`config.mk`:
```
export PLATFORM = sky130hd
export DESIGN_NAME = row_softmax_tanh_activation_flat
export DESIGN_NICKNAME = d
export VERILOG_FILES = /design/src/hdl/rsta_pkg.sv /design/src/hdl/rsta_ifs.sv /design/src/hdl/row_softmax_tanh_activation.sv /design/src/flat_wrapper.sv
export SDC_FILE = /design/constraint.sdc
export NUM_CORES = 2
export LEC_CHECK = 0
export ABC_CLOCK_PERIOD_IN_PS = 16850
export BUFFER_PORTS_ARGS = -buffer_cell sky130_fd_sc_hd__buf_2
export CAP_MARGIN = 10
export CORE_MARGIN = 3
export CORE_UTILIZATION = 60
export DETAILED_ROUTE_END_ITERATION = 6
export PLACE_DENSITY = 0.76
export SYNTH_ARGS = -nofsm -noshare
export SYNTH_HDL_FRONTEND = slang
export SYNTH_SLANG_ARGS = --single-unit
```
`constraint.sdc`:
```
create_clock -name clk -period 16.85 [get_ports clk]
set_input_delay 2.5275 -clock clk [delete_from_list [all_inputs] [get_ports clk]]
set_output_delay 2.5275 -clock clk [all_outputs]
set_load 0.1 [all_outputs]
```
`src/hdl/rsta_pkg.sv`:
```
// rsta_pkg: shared types and constants of the row softmax / tanh activation unit
// fixed-point exponent constants, register indexes and the controller state type
// no dependencies
package rsta_pkg;

	localparam int ACT_W      = 16;
	localparam int CFG_IDX_W  = 2;
	localparam int CFG_DATA_W = 7;
	localparam int SUM_W      = 23;
	localparam int EXP_STEPS  = 12;
	localparam int DIV_STEPS  = 16;

	localparam logic [CFG_IDX_W-1:0] REG_SOFTMAX_MODE = 2'd0;
	localparam logic [CFG_IDX_W-1:0] REG_ROW_LENGTH   = 2'd1;

	localparam logic [16:0] LOG2E_Q16 = 17'd94548;
	localparam logic [16:0] ONE_Q16   = 17'd65536;
	localparam logic [15:0] ONE_Q15   = 16'd32768;
	localparam logic [15:0] MAX_Q15   = 16'd32767;
	localparam logic [CFG_DATA_W-1:0] ROW_LENGTH_RESET = 7'd64;

	typedef enum logic [3:0] {
		ST_IDLE,
		ST_SC_RD,
		ST_SC_D,
		ST_EXP_T,
		ST_EXP_IT,
		ST_EXP_FIN,
		ST_EV_RD,
		ST_EV_N,
		ST_DIV,
		ST_OUT
	} state_t;

	// round(65536 * 2^(-2^-(k+1))) for fraction bit k+1
	function automatic logic [15:0] pow2_neg_frac(input logic [3:0] k);
		logic [15:0] c;
		unique case (k)
			4'd0:    c = 16'd46341;
			4'd1:    c = 16'd55109;
			4'd2:    c = 16'd60097;
			4'd3:    c = 16'd62757;
			4'd4:    c = 16'd64132;
			4'd5:    c = 16'd64830;
			4'd6:    c = 16'd65182;
			4'd7:    c = 16'd65359;
			4'd8:    c = 16'd65447;
			4'd9:    c = 16'd65492;
			4'd10:   c = 16'd65514;
			4'd11:   c = 16'd65525;
			default: c = 16'd0;
		endcase
		return c;
	endfunction

endpackage

```
`src/hdl/rsta_ifs.sv`:
```
// rsta_ifs: valid/ready channel interfaces of the activation unit
// score input, activation result and configuration write channels
// depends on rsta_pkg
interface rsta_score_if #(parameter int SCORE_BITS = 16);
	logic                         valid;
	logic                         ready;
	logic signed [SCORE_BITS-1:0] score;
	modport source (output valid, output score, input ready);
	modport sink (input valid, input score, output ready);
endinterface

interface rsta_act_if;
	import rsta_pkg::*;
	logic                    valid;
	logic                    ready;
	logic signed [ACT_W-1:0] activation;
	logic                    row_end;
	modport source (output valid, output activation, output row_end, input ready);
	modport sink (input valid, input activation, input row_end, output ready);
endinterface

interface rsta_cfg_if;
	import rsta_pkg::*;
	logic                  valid;
	logic                  ready;
	logic [CFG_IDX_W-1:0]  idx;
	logic [CFG_DATA_W-1:0] data;
	modport source (output valid, output idx, output data, input ready);
	modport sink (input valid, input idx, input data, output ready);
endinterface

```
`src/hdl/row_softmax_tanh_activation.sv`:
```
// tanh mode: a score beat is taken only once the last result is loaded for output
// softmax row of L scores: scores are loaded one per cycle; the exponent pass then
// handles each entry in turn, then each result is divided out before the next starts
// (shared exp unit, one 17x16 multiply per cycle, bit-serial divider of 16 steps)
// reset clears control, mode goes to tanh and row length to 64; the score and exp
// memories are not cleared, entries are always written before they are read
module row_softmax_tanh_activation
	import rsta_pkg::*;
#(
	parameter int MAX_ROW    = 64,
	parameter int SCORE_BITS = 16
) (
	input logic        clk,
	input logic        arst_n,
	rsta_score_if.sink score_ch,
	rsta_act_if.source result_ch,
	rsta_cfg_if.sink   cfg
);

	localparam int IW    = $clog2(MAX_ROW);
	localparam int CW    = $clog2(MAX_ROW + 1);
	localparam int DW    = SCORE_BITS + 1;
	localparam int PW    = DW + 18;
	localparam int TW    = (DW + 1 > 13) ? DW + 1 : 13;
	localparam int REM_W = 24;
	localparam int NUM_W = 31;

	localparam logic signed [SCORE_BITS-1:0] MOST_NEG = {1'b1, {(SCORE_BITS-1){1'b0}}};

	state_t state_q, state_d;

	logic                         softmax_mode_q;
	logic [CFG_DATA_W-1:0]        row_length_q;
	logic signed [SCORE_BITS-1:0] running_max_q;
	logic [CW-1:0]                fill_q, idx_q, count_q;

	logic [SCORE_BITS-1:0] score_mem [MAX_ROW];
	logic [ACT_W-1:0]      exp_mem [MAX_ROW];
	logic [SCORE_BITS-1:0] score_rd_q;
	logic [ACT_W-1:0]      exp_rd_q;

	logic [DW-1:0]    d_q;
	logic [11:0]      tf_q;
	logic [4:0]       n_q;
	logic             zero_q;
	logic [16:0]      p_q;
	logic [3:0]       k_q;
	logic [SUM_W-1:0] sum_q;
	logic             tanh_q, neg_q;

	logic [REM_W-1:0] rem_q, div_d_q;
	logic [15:0]      nlo_q, quo_q;
	logic [3:0]       bit_q;

	logic                    out_valid_q, row_end_q;
	logic signed [ACT_W-1:0] act_q;

	// control decoded from state
	logic in_ready, accept, score_we, exp_we, out_load, last_entry;

	// input side
	logic signed [DW-1:0]         xs;
	logic [DW-1:0]                mag;
	logic signed [SCORE_BITS-1:0] x;
	logic [CW-1:0]                len_c, fill_next;
	logic                         row_done;

	// datapath
	logic [PW-1:0]    t_prod;
	logic [TW-1:0]    t_c, t_sh;
	logic [33:0]      p_prod;
	logic [17:0]      p_rnd;
	logic [17:0]      e_shift;
	logic [ACT_W-1:0] e_c;
	logic [16:0]      den_c;
	logic [NUM_W-1:0] num_tanh, num_soft;
	logic [REM_W:0]   r2;
	logic             ge;
	logic [15:0]      sat_c;
	logic [DW-1:0]    diff_c;

	assign x         = score_ch.score;
	assign xs        = {x[SCORE_BITS-1], x};
	assign mag       = xs[DW-1] ? DW'(-xs) : DW'(xs);
	assign fill_next = fill_q + CW'(1);
	assign row_done  = fill_next >= len_c;
	assign last_entry = (idx_q + CW'(1)) == count_q;

	always_comb begin
		if (row_length_q == '0) begin
			len_c = CW'(1);
		end else if (row_length_q > CFG_DATA_W'(MAX_ROW)) begin
			len_c = CW'(MAX_ROW);
		end else begin
			len_c = CW'(row_length_q);
		end
	end

	// exp(-d): t = d*log2(e), then one fraction bit per cycle, then a final shift
	assign t_prod  = PW'(d_q) * PW'(LOG2E_Q16) + PW'(32768);
	assign t_c     = TW'(t_prod >> 16);
	assign t_sh    = t_c >> 12;
	assign p_prod  = 34'(p_q) * 34'(pow2_neg_frac(k_q)) + 34'(32768);
	assign p_rnd   = 18'({1'b0, p_q}) + (18'd1 << n_q);
	assign e_shift = p_rnd >> (n_q + 5'd1);
	assign e_c     = zero_q ? '0 : ACT_W'(e_shift);

	assign den_c    = 17'(ONE_Q15) + 17'(e_c);
	assign num_tanh = {NUM_W'(ONE_Q15 - e_c) << 15} + NUM_W'(den_c >> 1);
	assign num_soft = {NUM_W'(exp_rd_q) << 15} + NUM_W'(sum_q >> 1);
	assign diff_c   = DW'({running_max_q[SCORE_BITS-1], running_max_q})
		- DW'({score_rd_q[SCORE_BITS-1], score_rd_q});

	assign r2    = {rem_q, nlo_q[15]};
	assign ge    = r2 >= {1'b0, div_d_q};
	assign sat_c = (quo_q > MAX_Q15) ? MAX_Q15 : quo_q;

	// next state
	always_comb begin
		state_d = state_q;
		unique case (state_q)
			ST_IDLE: begin
				if (accept) begin
					if (!softmax_mode_q) begin
						state_d = ST_EXP_T;
					end else if (row_done) begin
						state_d = ST_SC_RD;
					end
				end
			end
			ST_SC_RD:  state_d = ST_SC_D;
			ST_SC_D:   state_d = ST_EXP_T;
			ST_EXP_T:  state_d = ST_EXP_IT;
			ST_EXP_IT: begin
				if (k_q == 4'(EXP_STEPS - 1)) begin
					state_d = ST_EXP_FIN;
				end
			end
			ST_EXP_FIN: begin
				if (tanh_q) begin
					state_d = ST_DIV;
				end else if (last_entry) begin
					state_d = ST_EV_RD;
				end else begin
					state_d = ST_SC_RD;
				end
			end
			ST_EV_RD: state_d = ST_EV_N;
			ST_EV_N:  state_d = ST_DIV;
			ST_DIV: begin
				if (bit_q == 4'(DIV_STEPS - 1)) begin
					state_d = ST_OUT;
				end
			end
			ST_OUT: begin
				if (out_load) begin
					state_d = (tanh_q || last_entry) ? ST_IDLE : ST_EV_RD;
				end
			end
			default: state_d = ST_IDLE;
		endcase
	end

	// control outputs
	always_comb begin
		in_ready = state_q == ST_IDLE;
		accept   = in_ready && score_ch.valid;
		score_we = accept && softmax_mode_q;
		exp_we   = (state_q == ST_EXP_FIN) && !tanh_q;
		out_load = (state_q == ST_OUT) && (!out_valid_q || result_ch.ready);
	end

	assign score_ch.ready = in_ready;
	assign cfg.ready      = 1'b1;
	assign result_ch.valid      = out_valid_q;
	assign result_ch.activation = act_q;
	assign result_ch.row_end    = row_end_q;

	always_ff @(posedge clk or negedge arst_n) begin
		if (!arst_n) begin
			state_q        <= ST_IDLE;
			softmax_mode_q <= 1'b0;
			row_length_q   <= ROW_LENGTH_RESET;
			running_max_q  <= MOST_NEG;
			fill_q         <= '0;
			idx_q          <= '0;
			count_q        <= '0;
			sum_q          <= '0;
			tanh_q         <= 1'b0;
			k_q            <= '0;
			bit_q          <= '0;
			out_valid_q    <= 1'b0;
		end else begin
			state_q <= state_d;
			if (cfg.valid) begin
				if (cfg.idx == REG_SOFTMAX_MODE) begin
					softmax_mode_q <= cfg.data[0];
				end else if (cfg.idx == REG_ROW_LENGTH) begin
					row_length_q <= cfg.data;
				end
			end
			if (accept) begin
				tanh_q <= !softmax_mode_q;
			end
			if (score_we) begin
				if (x > running_max_q) begin
					running_max_q <= x;
				end
				fill_q <= fill_next;
				if (row_done) begin
					count_q <= fill_next;
					idx_q   <= '0;
					sum_q   <= '0;
				end
			end
			if (state_q == ST_EXP_T) begin
				k_q <= '0;
			end else if (state_q == ST_EXP_IT) begin
				k_q <= k_q + 4'd1;
			end
			if (exp_we) begin
				sum_q <= sum_q + SUM_W'(e_c);
				idx_q <= last_entry ? '0 : idx_q + CW'(1);
			end
			if (state_q == ST_EV_N || (state_q == ST_EXP_FIN && tanh_q)) begin
				bit_q <= '0;
			end else if (state_q == ST_DIV) begin
				bit_q <= bit_q + 4'd1;
			end
			if (out_load) begin
				out_valid_q <= 1'b1;
				if (!tanh_q) begin
					if (last_entry) begin
						fill_q        <= '0;
						running_max_q <= MOST_NEG;
						idx_q         <= '0;
					end else begin
						idx_q <= idx_q + CW'(1);
					end
				end
			end else if (result_ch.ready) begin
				out_valid_q <= 1'b0;
			end
		end
	end

	// datapath registers
	always_ff @(posedge clk) begin
		if (accept) begin
			d_q   <= {mag[DW-2:0], 1'b0};
			neg_q <= x[SCORE_BITS-1];
		end
		if (state_q == ST_SC_D) begin
			d_q   <= diff_c;
			neg_q <= 1'b0;
		end
		if (state_q == ST_EXP_T) begin
			tf_q   <= t_c[11:0];
			zero_q <= t_sh > TW'(16);
			n_q    <= 5'(t_sh);
			p_q    <= ONE_Q16;
		end
		if (state_q == ST_EXP_IT) begin
			tf_q <= {tf_q[10:0], 1'b0};
			if (tf_q[11]) begin
				p_q <= 17'(p_prod >> 16);
			end
		end
		if (state_q == ST_EXP_FIN && tanh_q) begin
			rem_q   <= REM_W'(num_tanh >> 16);
			nlo_q   <= num_tanh[15:0];
			div_d_q <= REM_W'(den_c);
		end
		if (state_q == ST_EV_N) begin
			rem_q   <= REM_W'(num_soft >> 16);
			nlo_q   <= num_soft[15:0];
			div_d_q <= REM_W'(sum_q);
		end
		if (state_q == ST_DIV) begin
			rem_q <= ge ? REM_W'(r2 - {1'b0, div_d_q}) : REM_W'(r2);
			nlo_q <= {nlo_q[14:0], 1'b0};
			quo_q <= {quo_q[14:0], ge};
		end
		if (out_load) begin
			act_q     <= neg_q ? -$signed(sat_c) : $signed(sat_c);
			row_end_q <= tanh_q || last_entry;
		end
	end

	// score and exponent memories
	always_ff @(posedge clk) begin
		if (score_we) begin
			score_mem[fill_q[IW-1:0]] <= x;
		end
		score_rd_q <= score_mem[idx_q[IW-1:0]];
	end

	always_ff @(posedge clk) begin
		if (exp_we) begin
			exp_mem[idx_q[IW-1:0]] <= e_c;
		end
		exp_rd_q <= exp_mem[idx_q[IW-1:0]];
	end

endmodule

```
`src/flat_wrapper.sv`:
```
// flat-port wrapper written by rule: the top's interface ports become plain ports
module row_softmax_tanh_activation_flat import rsta_pkg::*;
#(
	parameter int MAX_ROW    = 64,
	parameter int SCORE_BITS = 16
)
  (clk, arst_n, score_ch_valid, score_ch_score, score_ch_ready, result_ch_valid, result_ch_activation, result_ch_row_end, result_ch_ready, cfg_valid, cfg_idx, cfg_data, cfg_ready);
  rsta_score_if #(.SCORE_BITS(SCORE_BITS)) score_ch_i ();
  rsta_act_if result_ch_i ();
  rsta_cfg_if cfg_i ();
  input logic clk;
  input logic arst_n;
  input wire logic [$bits(score_ch_i.valid)-1:0] score_ch_valid;
  input wire logic [$bits(score_ch_i.score)-1:0] score_ch_score;
  output wire logic [$bits(score_ch_i.ready)-1:0] score_ch_ready;
  output wire logic [$bits(result_ch_i.valid)-1:0] result_ch_valid;
  output wire logic [$bits(result_ch_i.activation)-1:0] result_ch_activation;
  output wire logic [$bits(result_ch_i.row_end)-1:0] result_ch_row_end;
  input wire logic [$bits(result_ch_i.ready)-1:0] result_ch_ready;
  input wire logic [$bits(cfg_i.valid)-1:0] cfg_valid;
  input wire logic [$bits(cfg_i.idx)-1:0] cfg_idx;
  input wire logic [$bits(cfg_i.data)-1:0] cfg_data;
  output wire logic [$bits(cfg_i.ready)-1:0] cfg_ready;
  assign score_ch_i.valid = score_ch_valid;
  assign score_ch_i.score = score_ch_score;
  assign score_ch_ready = score_ch_i.ready;
  assign result_ch_valid = result_ch_i.valid;
  assign result_ch_activation = result_ch_i.activation;
  assign result_ch_row_end = result_ch_i.row_end;
  assign result_ch_i.ready = result_ch_ready;
  assign cfg_i.valid = cfg_valid;
  assign cfg_i.idx = cfg_idx;
  assign cfg_i.data = cfg_data;
  assign cfg_ready = cfg_i.ready;
  row_softmax_tanh_activation #(.MAX_ROW(MAX_ROW), .SCORE_BITS(SCORE_BITS)) u_core (.clk(clk), .arst_n(arst_n), .score_ch(score_ch_i), .result_ch(result_ch_i), .cfg(cfg_i));
endmodule
```
==> results.cfg <==
[die]
die_h_um = 424.7
start_util_pct = 60.46
coreArea_um2 = 174000
die_w_um = 424.7
io_pins = 50
dieArea_um2 = 180400
rows = 153

[synthesis]
synth-xor-area-share_pct = 1.372
synth_common_cells = 2,177 x edfxtp_1, 715 x a22oi_1, 524 x inv_1
synth_compound_area_share_pct = 13.12
synthFlopType = edfxtp_1
netlist_area_um2 = 105200
netlist.area_leader.share_pct = 62.14
ys_ff_latch = 2311
synth_top_family_by_area = compound AO/OA/AOI/OAI gates
ys_types = 103
synthTopCellsByArea = edfxtp_1 62%, fa_1 5.5%, a22oi_1 5.1%, ha_1 4.5%, dfrtp_1 1.9%
syn_area_per_cell_um2 = 14.16
synth_async_sr_flop_share_pct = 3.548
synthAdderAreaFrac_pct = 9.945
muxShareOfSynthArea_pct = 0.7017
syn_nets = 8124
synth_most_common_cell = edfxtp_1
synth.largest_area_cell = edfxtp_1
syn_inst = 7430
seq_area_frac_synth_pct = 65.08
synthSimpleGateAreaFrac_pct = 6.416
yosysWarnings = 0
synth_edf_count = 2177

[timing]
rsz0062_at_grt = false
finalCritPeriodShare_pct = 55.35
tns_ns = 0
hold_viol = 0
fmax_ghz = 0.1072
slew_headroom_pct = 6.207
tightest_slew_ns = 1.394
maxSlewViolCount = 0
fin_worst_skew_ns = 0.09543
min_period_ns = 9.327
finalSetupViolCount = 0

[finish]
area_growth_pct = 10.30
nets = 8234
layoutNonFillerInstCount = 10060
drive_gt1_share_pct = 9.292

[setup_path]
slowest_stage = inv_2
cp-start-kind = flop
crit_path_max_incr_delay_ns = 0.81
path_buf_inv = 4
crit_fanout = 66
cp_top_family = compound AO/OA/AOI/OAI gates
worstSetupEndpointType = flop
crit_top_cell = o21ai_0
cp.arrival_ns = 10.08
path_class = flop to flop
worstPathRequired_ns = 17.60
reg2reg_slack_ns = 7.52

[grt]
grt_max_degree = 118
grt_overflow_total = 0
grt_pass1_vias = 66970
grt_pass1_wl_mm = 419.6
track_usage_pct = 31.15
antenna_found_initial = 7

[power]
clkPwrFrac_pct = 35.8
combPwrFrac_pct = 16.9
p_int_mw = 9.990
p_per_area_nw_per_um2 = 117.6
p_leak_nw = 41.11
power_switching_mw = 3.653
swShare_pct = 26.78
pwr-share-seq_pct = 47.4
vdd_drop_max_uv = 108.9

[route]
drt_first_pass_iters = 7
first_iter_violations = 9039
totalWireLength_mm = 283.1
drc_errors = 0
wl_per_cell_um = 28.15
vias_per_cell = 6.709
ant_nets = 0
vias = 67460

[cts]
cts_num_sinks = 2311
cts_tree = done
cts_setup_buffers = 0
numCtsBuffers = 215
clock-root-buffer = clkbuf_16
clk_pin_slew_ns = 0.06
h-tree-depth = 4
post_cts_resized = 0
clock_latency_ns = 0.90
hold_buffers = 0
clk_path_buf_depth = 3

[job]
cap_violations = 0

[place]
dp.cells = 9646
port_buffers = 48
hpwlAfterDp_mm = 170.5
gp_congestion = 0.9197

[min_path]
hold_path.class = flop to flop

[status]
status = completed
-- sequential cells by signal (all words and copies together) (netlist names), 4 cells and up --
signal and flops:
u_core.fill_q 7, u_core.exp_mem 1024, u_core.bit_q 4, u_core.result_ch.activation 16
u_core.rem_q 24, u_core.exp_rd_q 16, u_core.sum_q 23, u_core.p_q 17
u_core.idx_q 7, u_core.k_q 4, u_core.score_rd_q 16, u_core.state_q 4
u_core.score_mem 1024, u_core.running_max_q 16, u_core.d_q 17, u_core.quo_q 16
u_core.tf_q 12, u_core.count_q 7, u_core.n_q 5, u_core.nlo_q 16
u_core.div_d_q 23, u_core.row_length_q 7
-- power groups by stage --
stage	Clock (mW)	Combinational (mW)	Sequential (mW)
2_1_floorplan	0	1.62	6.58
3_3_place_gp	0	2.21	6.58
3_5_place_dp	0	2.27	6.58
4_1_cts	4.91	2.29	6.46
5_1_grt	5.13	2.52	6.47
6_report	4.88	2.30	6.46
-- metal layers --
metal	wire, um	global-route usage [%]
met4	12760	13.08
met1	104500	41.69
met2	132400	49.39
met5	38	0
met3	33330	7.396
-- worst paths after layout --
path | start | end | cells past startpoint
max reg2reg | u_core.n_q[0] | u_core.sum_q[22] | 33
min | u_core.tf_q[0] | u_core.tf_q[0] | 2
min in group asynchronous | arst_n | u_core.fill_q[3] | 1
min reg2reg | u_core.tf_q[0] | u_core.tf_q[0] | 2
max | u_core.n_q[0] | u_core.sum_q[22] | 33
max in group asynchronous | arst_n | u_core.sum_q[1] | 2
-- worst reg2reg max path: cells and delay by family (launching register included) --
kind | cells | cell delay, ns
fa+ha+maj | 5 | 1.70
flops | 1 | 0.33
mux | 1 | 0.25
compound gates | 17 | 4.17
simple gates | 6 | 1.38
buf+inv | 4 | 1.39
-- placed cells by master, fill, tap and decap left out, types with 28 or more instances in the layout --
cell type	count
edfxtp_1	2177
a22oi_1	715
inv_1	515
nand2_1	388
ha_1	377
nor2_1	360
fa_1	287
buf_4	243
clkbuf_16	215
a21oi_1	192
a31oi_1	163
a22o_1	160
a221oi_1	158
o21ai_0	151
nand3_1	148
xnor2_1	100
and2_1	94
nand4_1	82
dfrtp_1	80
xor2_1	63
nor3_1	53
dfxtp_1	52
clkbuf_1	50
clkinv_1	49
buf_2	47
nor2b_1	46
a21o_1	44
a41oi_1	43
nor4_1	42
mux2i_1	40
nand2b_1	34
o31ai_1	33
clkinv_2	33
a211oi_1	31
mux2_2	28
-- through the flow --
step | util, % | cell area, um2 | hold WS (ns) | setup slack [ns] | power, mW
after global routing | 66.68 | 116000 | 0.4925 | 6.679 | 14.13
after floorplan | - | 105200 | 0.4366 | 8.743 | 8.198
after CTS | 66.67 | 116000 | 0.4621 | 7.737 | 13.66
after detailed placement | 62.55 | 108900 | 0.4547 | 7.795 | 8.854
after global placement | 62.55 | 108900 | 0.4448 | 8.020 | 8.792
final | 66.69 | 116000 | 0.4622 | 7.523 | 13.64
-- layout make-up --
class,count,area [um2]
diodes,3,7.507
clock buffers,267,5595
clock inverters,137,1567
fillers,11610,57970
inverters,525,1971
multi-input cells,4189,33310
flip-flops and latches,2311,68470
well taps,2325,2909
repair buffers,298,2211
-- kinds of logic (layout without fill, tap and decap cells) --
family          count (synthesis)  in the layout
buf+inv                       930           1227
mux                            69             69
other cells                     1              4
compound gates               1894           1894
fa+ha+maj                     664            664
xor+xnor                      164            164
flops                        2311           2311
simple gates                 1397           1397
No activity file was read; power rests on OpenSTA's default activity.
